===== config.mk =====
export PLATFORM = sky130hd
export DESIGN_NAME = link_quality_bucket_stats_unit
export DESIGN_NICKNAME = d
export VERILOG_FILES = /design/src/rtl/lqbs_pkg.sv /design/src/rtl/link_quality_bucket_stats_unit.sv /design/src/rtl/lqbs_front.sv /design/src/rtl/lqbs_div.sv /design/src/rtl/lqbs_back.sv
export SDC_FILE = /design/constraint.sdc
export NUM_CORES = 2
export LEC_CHECK = 0
export ABC_AREA = 1
export BUFFER_PORTS_ARGS = -buffer_cell sky130_fd_sc_hd__buf_2
export CELL_PAD_IN_SITES_DETAIL_PLACEMENT = 0
export CELL_PAD_IN_SITES_GLOBAL_PLACEMENT = 1
export CORE_MARGIN = 3
export CORE_UTILIZATION = 45
export DETAILED_ROUTE_END_ITERATION = 10
export PLACE_DENSITY = 0.77
export SLEW_MARGIN = 5
export SYNTH_ARGS = -nofsm -noshare
export SYNTH_HDL_FRONTEND = slang
export SYNTH_SLANG_ARGS = --single-unit

===== constraint.sdc =====
create_clock -name clock -period 5.2 [get_ports clock]
set_input_delay 0.26 -clock clock [delete_from_list [all_inputs] [get_ports clock]]
set_output_delay 0.26 -clock clock [all_outputs]
set_load 0.01 [all_outputs]

===== src/rtl/lqbs_pkg.sv =====
// ----------------------------------------------------------------------------
// Link quality bucket statistics: shared package
// Field widths, register indexes, reset values and the types that pass
// between the front end, the back end and the divider.
// ----------------------------------------------------------------------------
`timescale 1ns / 1ps
`default_nettype none

package lqbs_pkg;

   localparam int CFG_W      = 12;
   localparam int CSR_IDX_W  = 4;
   localparam int CSR_DATA_W = 16;
   localparam int STR_W      = 8;
   localparam int SLOT_W     = 6;
   localparam int CNT_W      = 12;
   localparam int SUM_W      = 20;
   localparam int TOT_W      = 32;
   localparam int PCT_W      = 7;
   localparam int ECNT_W     = 8;
   localparam int DIV_W      = 20;
   localparam int DVS_W      = 12;

   localparam logic [CSR_IDX_W-1:0] CSR_INTERVAL = 4'd0;
   localparam logic [CSR_IDX_W-1:0] CSR_BUCKET   = 4'd1;

   localparam logic [CFG_W-1:0] INTERVAL_RST = 12'd10;
   localparam logic [CFG_W-1:0] BUCKET_RST   = 12'd60;

   localparam logic MODE_READ = 1'b1;

   localparam logic [PCT_W-1:0]  PCT_SCALE = 7'd100;
   localparam logic [ECNT_W-1:0] COUNT_MAX = 8'd255;

   typedef struct packed {
      logic                    valid;
      logic signed [STR_W-1:0] avg;
      logic [PCT_W-1:0]        pct;
      logic [ECNT_W-1:0]       cnt;
   } hist_entry_type;

   typedef struct packed {
      logic                    is_read;
      logic                    link_up;
      logic                    counts_strength;
      logic signed [STR_W-1:0] strength;
      logic [SLOT_W-1:0]       read_slot;
   } queue_item_type;

   typedef struct packed {
      logic             start;
      logic [DIV_W-1:0] dividend;
      logic [DVS_W-1:0] divisor;
   } div_req_type;

   typedef struct packed {
      logic             done;
      logic [DIV_W-1:0] quotient;
   } div_rsp_type;

endpackage

`default_nettype wire


===== src/rtl/link_quality_bucket_stats_unit.sv =====
// ----------------------------------------------------------------------------
// Link quality bucket statistics unit
//   req_* carries one item per beat: a sample (req_mode 0) adds to the
//   connected or disconnected seconds total and to the open bucket; a read
//   (req_mode 1) returns history entry req_read_slot. rsp_* returns exactly
//   one result beat per item, in order.
//   csr_* writes interval_seconds (index 0) or the bucket length in samples
//   (index 1); other indexes are dropped. Write only while no item is in flight.
//   Items are carried out one at a time. A sample that closes a bucket runs
//   the shared 20-step divider for the average and then the percentage; the
//   average division is skipped (average 0) if the bucket holds no strength
//   sample. The next queued item starts once a result is loaded; a two-entry
//   queue behind req_* takes further items meanwhile.
//   After reset the history ring is wiped, one entry per cycle, all
//   HISTORY_DEPTH entries; req_stall stays high meanwhile (csr_* still taken).
//   While rsp_stall is high the result is held and the unit finishes the
//   next item up to its response, then waits.
// ----------------------------------------------------------------------------
`timescale 1ns / 1ps
`default_nettype none

module link_quality_bucket_stats_unit #(
   parameter int HISTORY_DEPTH = 64
) (
   input  logic               clock,
   input  logic               reset,
   input  logic               req_valid,
   output logic               req_stall,
   input  logic               req_mode,
   input  logic               req_link_up,
   input  logic signed [7:0]  req_strength_dbm,
   input  logic [5:0]         req_read_slot,
   output logic               rsp_valid,
   input  logic               rsp_stall,
   output logic signed [7:0]  rsp_recent_strength,
   output logic               rsp_recent_link_up,
   output logic [31:0]        rsp_up_seconds,
   output logic [31:0]        rsp_down_seconds,
   output logic [5:0]         rsp_slot_now,
   output logic               rsp_bucket_closed,
   output logic               rsp_entry_valid,
   output logic signed [7:0]  rsp_entry_avg_strength,
   output logic [6:0]         rsp_entry_up_percent,
   output logic [7:0]         rsp_entry_count,
   input  logic               csr_valid,
   output logic               csr_ready,
   input  logic [3:0]         csr_index,
   input  logic [15:0]        csr_wdata
);
   import lqbs_pkg::*;

   queue_item_type q_item;
   logic           q_valid;
   logic           q_pop;
   logic           clear_busy;
   div_req_type    div_req;
   div_rsp_type    div_rsp;

   lqbs_front u_front (
      .clock            (clock),
      .reset            (reset),
      .req_valid        (req_valid),
      .req_stall        (req_stall),
      .req_mode         (req_mode),
      .req_link_up      (req_link_up),
      .req_strength_dbm (req_strength_dbm),
      .req_read_slot    (req_read_slot),
      .clear_busy       (clear_busy),
      .q_valid          (q_valid),
      .q_item           (q_item),
      .q_pop            (q_pop)
   );

   lqbs_div u_div (
      .clock   (clock),
      .reset   (reset),
      .div_req (div_req),
      .div_rsp (div_rsp)
   );

   lqbs_back #(
      .HISTORY_DEPTH (HISTORY_DEPTH)
   ) u_back (
      .clock                  (clock),
      .reset                  (reset),
      .csr_valid              (csr_valid),
      .csr_ready              (csr_ready),
      .csr_index              (csr_index),
      .csr_wdata              (csr_wdata),
      .q_valid                (q_valid),
      .q_item                 (q_item),
      .q_pop                  (q_pop),
      .clear_busy             (clear_busy),
      .div_req                (div_req),
      .div_rsp                (div_rsp),
      .rsp_valid              (rsp_valid),
      .rsp_stall              (rsp_stall),
      .rsp_recent_strength    (rsp_recent_strength),
      .rsp_recent_link_up     (rsp_recent_link_up),
      .rsp_up_seconds         (rsp_up_seconds),
      .rsp_down_seconds       (rsp_down_seconds),
      .rsp_slot_now           (rsp_slot_now),
      .rsp_bucket_closed      (rsp_bucket_closed),
      .rsp_entry_valid        (rsp_entry_valid),
      .rsp_entry_avg_strength (rsp_entry_avg_strength),
      .rsp_entry_up_percent   (rsp_entry_up_percent),
      .rsp_entry_count        (rsp_entry_count)
   );

endmodule

`default_nettype wire


===== src/rtl/lqbs_front.sv =====
// ----------------------------------------------------------------------------
// Link quality bucket statistics: front end
// Takes request beats, classifies them as sample or read, works out the
// recorded strength and queues them for the back end in a two-entry queue.
// ----------------------------------------------------------------------------
`timescale 1ns / 1ps
`default_nettype none

module lqbs_front (
   input  logic                       clock,
   input  logic                       reset,
   input  logic                       req_valid,
   output logic                       req_stall,
   input  logic                       req_mode,
   input  logic                       req_link_up,
   input  logic signed [7:0]          req_strength_dbm,
   input  logic [5:0]                 req_read_slot,
   input  logic                       clear_busy,
   output logic                       q_valid,
   output lqbs_pkg::queue_item_type   q_item,
   input  logic                       q_pop
);
   import lqbs_pkg::*;

   localparam int QDEPTH = 2;
   localparam int QPTR_W = $clog2(QDEPTH);

   queue_item_type         slot_ff [QDEPTH];
   queue_item_type         item_in;
   logic [QPTR_W-1:0]      wr_ptr_ff, wr_ptr_in;
   logic [QPTR_W-1:0]      rd_ptr_ff, rd_ptr_in;
   logic [QPTR_W:0]        count_ff, count_in;
   logic                   push;

   // hold off while the history store is being wiped or the queue is full
   assign req_stall = clear_busy || (count_ff == (QPTR_W+1)'(QDEPTH));
   assign push      = req_valid && !req_stall;
   assign q_valid   = (count_ff != '0);
   assign q_item    = slot_ff[rd_ptr_ff];

   always_comb begin
      item_in.is_read         = (req_mode == MODE_READ);
      item_in.link_up         = req_link_up;
      item_in.strength        = req_link_up ? req_strength_dbm : '0;
      item_in.counts_strength = req_link_up && (req_strength_dbm != '0);
      item_in.read_slot       = req_read_slot;
   end

   always_comb begin
      wr_ptr_in = push  ? wr_ptr_ff + 1'b1 : wr_ptr_ff;
      rd_ptr_in = q_pop ? rd_ptr_ff + 1'b1 : rd_ptr_ff;
      case ({push, q_pop})
         2'b10:   count_in = count_ff + 1'b1;
         2'b01:   count_in = count_ff - 1'b1;
         default: count_in = count_ff;
      endcase
   end

   always_ff @(posedge clock) begin
      if (reset) begin
         wr_ptr_ff <= '0;
         rd_ptr_ff <= '0;
         count_ff  <= '0;
      end else begin
         wr_ptr_ff <= wr_ptr_in;
         rd_ptr_ff <= rd_ptr_in;
         count_ff  <= count_in;
      end
   end

   always_ff @(posedge clock) begin
      if (push) begin
         slot_ff[wr_ptr_ff] <= item_in;
      end
   end

endmodule

`default_nettype wire


===== src/rtl/lqbs_div.sv =====
// ----------------------------------------------------------------------------
// Link quality bucket statistics: iterative divider
// Unsigned restoring division, one quotient bit per cycle, shared by the
// average and the percentage calculations.
// ----------------------------------------------------------------------------
`timescale 1ns / 1ps
`default_nettype none

module lqbs_div (
   input  logic                  clock,
   input  logic                  reset,
   input  lqbs_pkg::div_req_type div_req,
   output lqbs_pkg::div_rsp_type div_rsp
);
   import lqbs_pkg::*;

   localparam int STEP_W = $clog2(DIV_W);
   localparam logic [STEP_W-1:0] STEP_LAST = STEP_W'(DIV_W - 1);

   logic               busy_ff, busy_in;
   logic               done_ff, done_in;
   logic [STEP_W-1:0]  step_ff, step_in;
   logic [DIV_W-1:0]   dvd_ff, dvd_in;
   logic [DVS_W-1:0]   dvs_ff, dvs_in;
   logic [DVS_W:0]     rem_ff, rem_in;
   logic [DVS_W:0]     rem_sh;
   logic               fits;

   assign rem_sh = {rem_ff[DVS_W-1:0], dvd_ff[DIV_W-1]};
   assign fits   = (rem_sh >= {1'b0, dvs_ff});

   always_comb begin
      busy_in = busy_ff;
      done_in = 1'b0;
      step_in = step_ff;
      dvd_in  = dvd_ff;
      dvs_in  = dvs_ff;
      rem_in  = rem_ff;
      if (busy_ff) begin
         // shift in the next dividend bit, quotient bits fill from the bottom
         rem_in  = fits ? rem_sh - {1'b0, dvs_ff} : rem_sh;
         dvd_in  = {dvd_ff[DIV_W-2:0], fits};
         step_in = step_ff + 1'b1;
         if (step_ff == STEP_LAST) begin
            busy_in = 1'b0;
            done_in = 1'b1;
         end
      end else if (div_req.start) begin
         busy_in = 1'b1;
         step_in = '0;
         dvd_in  = div_req.dividend;
         dvs_in  = div_req.divisor;
         rem_in  = '0;
      end
   end

   always_ff @(posedge clock) begin
      if (reset) begin
         busy_ff <= 1'b0;
         done_ff <= 1'b0;
         step_ff <= '0;
      end else begin
         busy_ff <= busy_in;
         done_ff <= done_in;
         step_ff <= step_in;
      end
   end

   always_ff @(posedge clock) begin
      dvd_ff <= dvd_in;
      dvs_ff <= dvs_in;
      rem_ff <= rem_in;
   end

   assign div_rsp.done     = done_ff;
   assign div_rsp.quotient = dvd_ff;

endmodule

`default_nettype wire


===== src/rtl/lqbs_back.sv =====
// ----------------------------------------------------------------------------
// Link quality bucket statistics: back end
// Holds the totals, the open bucket and the history ring, carries out one
// queued item at a time and loads the response register.
// ----------------------------------------------------------------------------
`timescale 1ns / 1ps
`default_nettype none

module lqbs_back #(
   parameter int HISTORY_DEPTH = 64
) (
   input  logic                     clock,
   input  logic                     reset,
   input  logic                     csr_valid,
   output logic                     csr_ready,
   input  logic [3:0]               csr_index,
   input  logic [15:0]              csr_wdata,
   input  logic                     q_valid,
   input  lqbs_pkg::queue_item_type q_item,
   output logic                     q_pop,
   output logic                     clear_busy,
   output lqbs_pkg::div_req_type    div_req,
   input  lqbs_pkg::div_rsp_type    div_rsp,
   output logic                     rsp_valid,
   input  logic                     rsp_stall,
   output logic signed [7:0]        rsp_recent_strength,
   output logic                     rsp_recent_link_up,
   output logic [31:0]              rsp_up_seconds,
   output logic [31:0]              rsp_down_seconds,
   output logic [5:0]               rsp_slot_now,
   output logic                     rsp_bucket_closed,
   output logic                     rsp_entry_valid,
   output logic signed [7:0]        rsp_entry_avg_strength,
   output logic [6:0]               rsp_entry_up_percent,
   output logic [7:0]               rsp_entry_count
);
   import lqbs_pkg::*;

   localparam int AW = $clog2(HISTORY_DEPTH);
   localparam int XW = (AW > SLOT_W) ? AW : SLOT_W;
   localparam logic [AW-1:0] SLOT_LAST = AW'(HISTORY_DEPTH - 1);

   localparam logic [3:0] ST_CLEAR    = 4'd0;
   localparam logic [3:0] ST_IDLE     = 4'd1;
   localparam logic [3:0] ST_READ     = 4'd2;
   localparam logic [3:0] ST_AVG_GO   = 4'd3;
   localparam logic [3:0] ST_AVG_WAIT = 4'd4;
   localparam logic [3:0] ST_PCT_GO   = 4'd5;
   localparam logic [3:0] ST_PCT_WAIT = 4'd6;
   localparam logic [3:0] ST_WRITE    = 4'd7;
   localparam logic [3:0] ST_WIPE     = 4'd8;
   localparam logic [3:0] ST_OUT      = 4'd9;

   logic [3:0]              state_ff, state_in;
   logic [AW-1:0]           clr_ff, clr_in;
   logic [CFG_W-1:0]        interval_ff, interval_in;
   logic [CFG_W-1:0]        spb_ff, spb_in;
   logic signed [SUM_W-1:0] sum_ff, sum_in;
   logic [CNT_W-1:0]        ss_ff, ss_in;
   logic [CNT_W-1:0]        ups_ff, ups_in;
   logic [CNT_W-1:0]        all_ff, all_in;
   logic [AW-1:0]           fill_ff, fill_in;
   logic [TOT_W-1:0]        up_tot_ff, up_tot_in;
   logic [TOT_W-1:0]        dn_tot_ff, dn_tot_in;
   logic signed [STR_W-1:0] last_str_ff, last_str_in;
   logic                    last_up_ff, last_up_in;
   logic                    rsp_valid_ff, rsp_valid_in;

   logic signed [STR_W-1:0] avg_ff, avg_in;
   logic [PCT_W-1:0]        pct_ff, pct_in;
   hist_entry_type          ent_ff, ent_in;
   logic                    closed_ff, closed_in;
   logic                    in_range_ff, in_range_in;
   hist_entry_type          rd_data_ff;
   logic                    load_rsp;

   hist_entry_type          mem [HISTORY_DEPTH];
   logic                    mem_we;
   logic [AW-1:0]           mem_wa;
   hist_entry_type          mem_wd;
   logic [AW-1:0]           rd_addr;
   logic [XW-1:0]           rd_x;
   logic [XW-1:0]           fill_x;

   logic [CNT_W-1:0]        all_next;
   logic [DIV_W-1:0]        sum_mag;
   logic [DIV_W-1:0]        pct_num;
   logic [STR_W-1:0]        quo8;
   hist_entry_type          new_ent;

   assign csr_ready  = 1'b1;
   assign clear_busy = (state_ff == ST_CLEAR);

   assign rd_x    = XW'(q_item.read_slot);
   assign rd_addr = rd_x[AW-1:0];
   assign fill_x  = XW'(fill_ff);

   assign all_next = all_ff + 1'b1;
   assign sum_mag  = sum_ff[SUM_W-1] ? DIV_W'(-sum_ff) : DIV_W'(sum_ff);
   assign pct_num  = DIV_W'(ups_ff) * DIV_W'(PCT_SCALE);
   assign quo8     = div_rsp.quotient[STR_W-1:0];

   always_comb begin
      new_ent.valid = (all_ff != '0);
      new_ent.avg   = avg_ff;
      new_ent.pct   = pct_ff;
      new_ent.cnt   = (ss_ff > CNT_W'(COUNT_MAX)) ? COUNT_MAX : ss_ff[ECNT_W-1:0];
   end

   // history ring: one write port, one registered read port
   always_ff @(posedge clock) begin
      if (mem_we) begin
         mem[mem_wa] <= mem_wd;
      end
      rd_data_ff <= mem[rd_addr];
   end

   always_comb begin
      state_in    = state_ff;
      clr_in      = clr_ff;
      interval_in = interval_ff;
      spb_in      = spb_ff;
      sum_in      = sum_ff;
      ss_in       = ss_ff;
      ups_in      = ups_ff;
      all_in      = all_ff;
      fill_in     = fill_ff;
      up_tot_in   = up_tot_ff;
      dn_tot_in   = dn_tot_ff;
      last_str_in = last_str_ff;
      last_up_in  = last_up_ff;
      avg_in      = avg_ff;
      pct_in      = pct_ff;
      ent_in      = ent_ff;
      closed_in   = closed_ff;
      in_range_in = in_range_ff;
      q_pop       = 1'b0;
      load_rsp    = 1'b0;
      mem_we      = 1'b0;
      mem_wa      = fill_ff;
      mem_wd      = '0;

      div_req.start    = 1'b0;
      div_req.dividend = (state_ff == ST_AVG_GO) ? sum_mag : pct_num;
      div_req.divisor  = (state_ff == ST_AVG_GO) ? ss_ff : all_ff;

      if (csr_valid) begin
         unique case (csr_index)
            CSR_INTERVAL: interval_in = csr_wdata[CFG_W-1:0];
            CSR_BUCKET:   spb_in      = csr_wdata[CFG_W-1:0];
            default:      ;
         endcase
      end

      unique case (state_ff)
         ST_CLEAR: begin
            mem_we = 1'b1;
            mem_wa = clr_ff;
            clr_in = clr_ff + 1'b1;
            if (clr_ff == SLOT_LAST) begin
               state_in = ST_IDLE;
            end
         end
         ST_IDLE: begin
            if (q_valid) begin
               q_pop = 1'b1;
               if (q_item.is_read) begin
                  in_range_in = (32'(q_item.read_slot) < 32'(HISTORY_DEPTH));
                  state_in    = ST_READ;
               end else begin
                  if (q_item.link_up) begin
                     up_tot_in = up_tot_ff + TOT_W'(interval_ff);
                     ups_in    = ups_ff + 1'b1;
                  end else begin
                     dn_tot_in = dn_tot_ff + TOT_W'(interval_ff);
                  end
                  last_str_in = q_item.strength;
                  last_up_in  = q_item.link_up;
                  if (q_item.counts_strength) begin
                     sum_in = sum_ff + {{(SUM_W-STR_W){q_item.strength[STR_W-1]}},
                                        q_item.strength};
                     ss_in  = ss_ff + 1'b1;
                  end
                  all_in = all_next;
                  if (all_next >= spb_ff) begin
                     closed_in = 1'b1;
                     state_in  = ST_AVG_GO;
                  end else begin
                     closed_in = 1'b0;
                     ent_in    = '0;
                     state_in  = ST_OUT;
                  end
               end
            end
         end
         ST_READ: begin
            closed_in = 1'b0;
            ent_in    = in_range_ff ? rd_data_ff : '0;
            state_in  = ST_OUT;
         end
         ST_AVG_GO: begin
            if (ss_ff != '0) begin
               div_req.start = 1'b1;
               state_in      = ST_AVG_WAIT;
            end else begin
               avg_in   = '0;
               state_in = ST_PCT_GO;
            end
         end
         ST_AVG_WAIT: begin
            if (div_rsp.done) begin
               // truncate toward zero: divide magnitudes, restore the sign
               avg_in   = sum_ff[SUM_W-1] ? (~quo8 + 1'b1) : quo8;
               state_in = ST_PCT_GO;
            end
         end
         ST_PCT_GO: begin
            if (all_ff != '0) begin
               div_req.start = 1'b1;
               state_in      = ST_PCT_WAIT;
            end else begin
               pct_in   = '0;
               state_in = ST_WRITE;
            end
         end
         ST_PCT_WAIT: begin
            if (div_rsp.done) begin
               pct_in   = div_rsp.quotient[PCT_W-1:0];
               state_in = ST_WRITE;
            end
         end
         ST_WRITE: begin
            mem_we   = 1'b1;
            mem_wd   = new_ent;
            ent_in   = new_ent;
            fill_in  = (fill_ff == SLOT_LAST) ? '0 : fill_ff + 1'b1;
            sum_in   = '0;
            ss_in    = '0;
            ups_in   = '0;
            all_in   = '0;
            state_in = ST_WIPE;
         end
         ST_WIPE: begin
            // clear the entry the next bucket will fill
            mem_we   = 1'b1;
            state_in = ST_OUT;
         end
         ST_OUT: begin
            if (!rsp_valid_ff || !rsp_stall) begin
               load_rsp = 1'b1;
               state_in = ST_IDLE;
            end
         end
         default: state_in = ST_IDLE;
      endcase

      rsp_valid_in = (rsp_valid_ff && rsp_stall) || load_rsp;
   end

   always_ff @(posedge clock) begin
      if (reset) begin
         state_ff     <= ST_CLEAR;
         clr_ff       <= '0;
         interval_ff  <= INTERVAL_RST;
         spb_ff       <= BUCKET_RST;
         sum_ff       <= '0;
         ss_ff        <= '0;
         ups_ff       <= '0;
         all_ff       <= '0;
         fill_ff      <= '0;
         up_tot_ff    <= '0;
         dn_tot_ff    <= '0;
         last_str_ff  <= '0;
         last_up_ff   <= 1'b0;
         rsp_valid_ff <= 1'b0;
      end else begin
         state_ff     <= state_in;
         clr_ff       <= clr_in;
         interval_ff  <= interval_in;
         spb_ff       <= spb_in;
         sum_ff       <= sum_in;
         ss_ff        <= ss_in;
         ups_ff       <= ups_in;
         all_ff       <= all_in;
         fill_ff      <= fill_in;
         up_tot_ff    <= up_tot_in;
         dn_tot_ff    <= dn_tot_in;
         last_str_ff  <= last_str_in;
         last_up_ff   <= last_up_in;
         rsp_valid_ff <= rsp_valid_in;
      end
   end

   always_ff @(posedge clock) begin
      avg_ff      <= avg_in;
      pct_ff      <= pct_in;
      ent_ff      <= ent_in;
      closed_ff   <= closed_in;
      in_range_ff <= in_range_in;
      if (load_rsp) begin
         rsp_recent_strength    <= last_str_ff;
         rsp_recent_link_up     <= last_up_ff;
         rsp_up_seconds         <= up_tot_ff;
         rsp_down_seconds       <= dn_tot_ff;
         rsp_slot_now           <= fill_x[SLOT_W-1:0];
         rsp_bucket_closed      <= closed_ff;
         rsp_entry_valid        <= ent_ff.valid;
         rsp_entry_avg_strength <= ent_ff.avg;
         rsp_entry_up_percent   <= ent_ff.pct;
         rsp_entry_count        <= ent_ff.cnt;
      end
   end

   assign rsp_valid = rsp_valid_ff;

endmodule

`default_nettype wire


Yosys cells after proc, flatten, opt, wreduce, memory -nomap -nowiden --
Memories as Yosys holds them, arrays and structs flattened. A register that Yosys moved wholly into a read port is not among the register bits. Cells that the tools add are included.
Cells by class: $add $sub $neg 16, multiply operators 1, magnitude comparators 3, eq/ne operators 27, mux-type cells 74, bitwise operators 4, reduce and logical (&&, ||, !) cells 39
Operator list (count):
- $mux W12 | 12
- $mux W20 | 7
- $mux W24 | 4
- $pmux W12 S2 | 3
- $pmux W24 S3 | 1
- $add A32 B12 Y32 | 2
- $mux W8 | 5
- $pmux W20 S2 | 1
- $add A12 B1 Y12 const B | 3
- $pmux W4 S9 | 1
- $mux W4 | 7
- $reduce_bool A12 Y1 | 2
- $mux W1 | 22
- $add A20 B20 Y20 | 1
- $neg A20 Y20 | 1
- $reduce_and A4 Y1 | 5
- $mul A12 B5 Y17 const B | 1
- $eq A4 B3 Y1 const B | 4
- $ne A2 B2 Y1 const B | 8
- $pmux W8 S2 | 1
- $reduce_and A3 Y1 | 5
- $mux W7 | 2
- $pmux W7 S2 | 1
- $reduce_bool A2 Y1 | 7
- other kinds (34) | 58
Word-level totals: register bits 369, RAM bits 1570, output and inout port bits 107, memories 2
Memory list:
- u_back.mem | depth 64, width 24, read ports 1, clocked after memory_dff 1, write ports 1, RTL line lqbs_back.sv:77 | hist_entry_type mem [HISTORY_DEPTH];
- u_front.slot_ff | depth 2, width 17, read ports 1, clocked after memory_dff 1, write ports 1, RTL line lqbs_front.sv:28 | queue_item_type slot_ff [QDEPTH];

Depth between registers and ports, before layout --
word-level depth 6, depth in mapped cells 17, mapped depth without buffers 17

Hierarchy --
Synthesis repeated with hierarchy kept, for this count alone.
Second synthesis, totals: cells, all modules 7805, area total of the unflattened synthesis 84123.2 µm²
By module, submodules not included:
- lqbs_back | instances 1, cells each 7334, area each 79540.0 µm²
- lqbs_div | instances 1, cells each 358, area each 2960.3 µm²
- lqbs_front | instances 1, cells each 113, area each 1622.8 µm²

Least setup slack after synthesis --
No wires, ideal clock.
path kind register -> register, start register u_back.state_ff[3], end register u_back.rsp_bucket_closed (enable), setup time 567 ps, arrival 5093 ps, setup slack -460 ps, stages on the path, launching flop included 5, path buffers 0, path through dfxtp_1 -> inv_1 -> nor3_1 -> inv_1 -> nor2_1
On the way: word-level cells in the longest chain between the ends 2
RTL lines:
- start: declaration | RTL line lqbs_back.sv:54 | logic [3:0] state_ff, state_in;
- start signal: assignment | RTL line lqbs_back.sv:277 | state_ff <= state_in;
- $eq A4 B4 Y1 | RTL line lqbs_back.sv:155 | unique case (state_ff)
- $mux W1 | RTL line lqbs_back.sv:155
- named net u_back.load_rsp | RTL line lqbs_back.sv:75 | logic load_rsp;
- end signal: assignment | RTL line lqbs_back.sv:306 | rsp_bucket_closed <= closed_ff;
- end: declaration | RTL line lqbs_back.sv:31 | output logic rsp_bucket_closed,
The timed path passes the listed nets, and every way through them passes these cells. A chain may end at the register's enable or synchronous reset.

Final worst setup path --
start register u_back.state_ff[0], end memory u_back.mem[24][1] (netlist bit) (enable)
On the way: word-level cells in the longest chain between the ends 5, elaborated cells between the ends (all ways) 8, those cells by class 2 x eq/ne; 4 x mux; 2 x reduce/logical
RTL lines:
- $eq A4 B3 Y1, or another cell as far along | RTL line lqbs_back.sv:155
- $reduce_or A3 Y1 (no source line)
- $mux W1 | RTL line lqbs_back.sv:155
- $mux W1 | RTL line lqbs_back.sv:112 | if (mem_we) begin
- $mux W1 (implied by the code) | RTL line lqbs_back.sv:113 | mem[mem_wa] <= mem_wd;
- end: declaration | RTL line lqbs_back.sv:77
Parallel ways exist; a longest one is shown, timed or not.

==> results.sh <==
export IMPL_crit_type="reg -> reg"
export IMPL_layout_common_cells="2045 x nand2_1, 1765 x nand3_1, 1758 x edfxtp_1"
export IMPL_synth_edf_count=1758
export IMPL_die_area_um2=205000
export IMPL_syn_instance_count=9217
export IMPL_htreeDepth=4
export IMPL_drv_slew=0
export IMPL_clk_pin_slew_ns=0.06
export IMPL_status="complete, no violations"
export IMPL_numCtsBuffers=208
export IMPL_areaGrowthSynthToFinish_pct=13.1
export IMPL_post_drt_via_cell_ratio=5.26
export IMPL_drv_cap=0
export IMPL_clk_path_buf_depth=3
export IMPL_cts_sinks=1964
export IMPL_yosysSeqAreaShare_pct=63.5
export IMPL_yosysUniqueCellTypes=48
export IMPL_crit_path_max_incr_delay_ns=0.79
export IMPL_cp_max_fo=19
export IMPL_startpoint_type="flop"
export IMPL_die_h_um=452
export IMPL_path_buf_inv=1
export IMPL_dp_hpwl_um=148000
export IMPL_synth_area_top_cells="edfxtp_1 59%, nand3_1 9.9%, nand2_1 8.6%, inv_1 7.2%, dfxtp_1 4.6%"
export IMPL_rsz0062_at_grt="false"
export IMPL_setup_ws_ns=1.46
export IMPL_finClkSkew_ns=0.0322
export IMPL_synth_async_reset_ratio_pct=0
export IMPL_crit_path_cell_trace="nor2_1, nand2_2, nor2_1, a21oi_2, nand4_1, nor2_2, buf_12"
export IMPL_stdcell_area_um2=101000
export IMPL_setup_viol=0
export IMPL_routedWlPerCell_um=20.8
export IMPL_syn_area_um2=89600
export IMPL_instances_no_fill=12200
export IMPL_worst_pin_slew_ns=1.31
export IMPL_drive_gt1_share_pct=8.27
export IMPL_worst_ep_required_time_ns=5.74
export IMPL_root_buffer="clkbuf_16"
export IMPL_core_um2=198000
export IMPL_ant_nets=0
export IMPL_globalRouteOverflowTotal=0
export IMPL_start_util_pct=45.3
export IMPL_grt_max_degree=133
export IMPL_drc=0
export IMPL_fmax_mhz=267
export IMPL_layout_min_cycle_time_ns=3.74
export IMPL_drtPass1Iterations=6
export IMPL_hold_path_class="in -> reg"
export IMPL_place_congestion=0.892
export IMPL_antenna_found_initial=5
export IMPL_grt_pass1_wl_um=379000
export IMPL_io_pins=148
export IMPL_cts_tree="built"
export IMPL_whs_ns=0.134
export IMPL_yosys_area_top_type="edfxtp_1"
export IMPL_postSynthAreaPerCell_um2=9.72
export IMPL_dpl_cell_count=11800
export IMPL_final_nets=9552
export IMPL_path_delay_family="simple AND/OR/NAND/NOR gates"
export IMPL_synth_top_cell_area_share_pct=58.9
export IMPL_die_w_um=452
export IMPL_setup_tns_ns=0
export IMPL_clock_latency_ns=0.86
export IMPL_synthFlopType="edfxtp_1"
export IMPL_yosys_warnings=0
export IMPL_pwr_density_cell_nw_per_um2=433
export IMPL_ir_drop_v=0.000373
export IMPL_utilization_pct=51.3
export IMPL_place_area_um2=94000
export IMPL_cp_slowest_cell="nor2_2"
export IMPL_vias=64200
export IMPL_arrival_ns=4.28
export IMPL_wl_um=254000
export IMPL_grt_pass1_vias=61300
export IMPL_hold_viol_final=0
export IMPL_portBuffers=142
export IMPL_layout_commonest_cell="nand2_1"
export IMPL_ys_ff_latch=1964
export IMPL_drt_initial_drc_count=6301
export IMPL_cpMostUsedCell="nor2_1"
export IMPL_preCtsSetupSlack_ns=1.50
export IMPL_grt_usage_pct=24.5
export IMPL_power_mw=43.9
export IMPL_maxSlewHeadroom_pct=12.1
export IMPL_p_leak_nw=44.4
export IMPL_crit_path_end_kind="flop"
export IMPL_fin_crit_sh_pct=72.0
export IMPL_synth_nets=9387
export IMPL_rows=163
[cell families after synthesis]
group	Yosys count	synth area share [%]
other	1	0.00418
and+or+nand+nor	4496	22.2
AOI/OAI and AO/OA	430	2.55
adders and majority gates	129	1.89
DFF	1964	63.5
xor gates and xnor gates	48	0.469
buffers and inverters	2149	9.41
[synthesized netlist by cell type (34+ instances only)]
cell / instances
a21oi_1: 192
buf_1: 55
buf_2: 208
clkbuf_1: 147
dfxtp_1: 206
edfxtp_1: 1758
ha_1: 118
inv_1: 1708
nand2_1: 2049
nand3_1: 1765
nand3b_1: 109
nand4_1: 46
nor2_1: 412
nor3_1: 65
o21ai_0: 176
xor2_1: 34
[path summary, 6_finish.rpt]
kind	startpoint	end	slack [ns]	depth (start not counted)
worst max-delay path	u_back.state_ff[0]	u_back.mem[24][1]	1.46	7
worst min-delay path	csr_valid	u_back.spb_ff[6]	0.13	3
worst max register to register	u_back.state_ff[0]	u_back.mem[24][1]	1.46	7
worst min register to register	u_back.ent_ff[15]	u_back.rsp_entry_avg_strength[0]	0.42	0
[flip-flops by register name (all words and copies together), names as in the netlist, 20 cells and up, named ones only]
register                 cells
u_back.rd_data_ff           24
u_back.dn_tot_ff            32
u_div.dvd_ff                20
u_back.sum_ff               20
u_back.mem                1536
u_back.ent_ff               24
u_back.rsp_down_seconds     32
u_back.rsp_up_seconds       32
u_back.up_tot_ff            32
u_front.slot_ff             34
[final cells by class]
type                       count  area (µm²)
antenna                        5        12.5
clock buffer                 268        5610
clock inverter               117        1300
fill                       17500       96300
inverter                    1719        6470
multi-input combinational   5104       24700
sequential                  1964       56900
tap                         2640        3300
timing repair buffer         385        3080
[layer usage]
metal | global-route usage (%) | vias to the layer above | wire length (µm)
met3 | 3.52 | 496 | 18600
met5 | 0 | - | 13
li1 | - | 30600 | -
met4 | 9.71 | 2 | 10700
met2 | 40.8 | 2455 | 120000
met1 | 32.3 | 30600 | 104000
[power breakdown]
| part | total, mW | internal, mW | switching (mW) |
|---|---|---|---|
| Clock | 15.0 | 8.68 | 6.27 |
| Combinational | 10.5 | 2.69 | 7.81 |
| Sequential | 18.5 | 18.2 | 0.327 |
| Total | 43.9 | 29.5 | 14.4 |
[repair_timing]
| item | in CTS | in global routing |
|---|---|---|
| buffers inserted | 0 | 0 |
| hold buffers | 41 | 0 |
| endpoints found under the setup margin | 0 | 0 |
| endpoints found under the hold margin | 95 | 0 |
| gates resized for setup | 0 | 0 |
[worst reg2reg max path: cells and delay by family, from the launching register on]
kind / cells / cell delay (ns)
AO/OA/AOI/OAI: 1 / 0.65
AND/OR/NAND/NOR: 5 / 2.07
buffers and inverters: 1 / 0.26
flip-flops: 1 / 0.46
(Power assumes the default switching activity.)
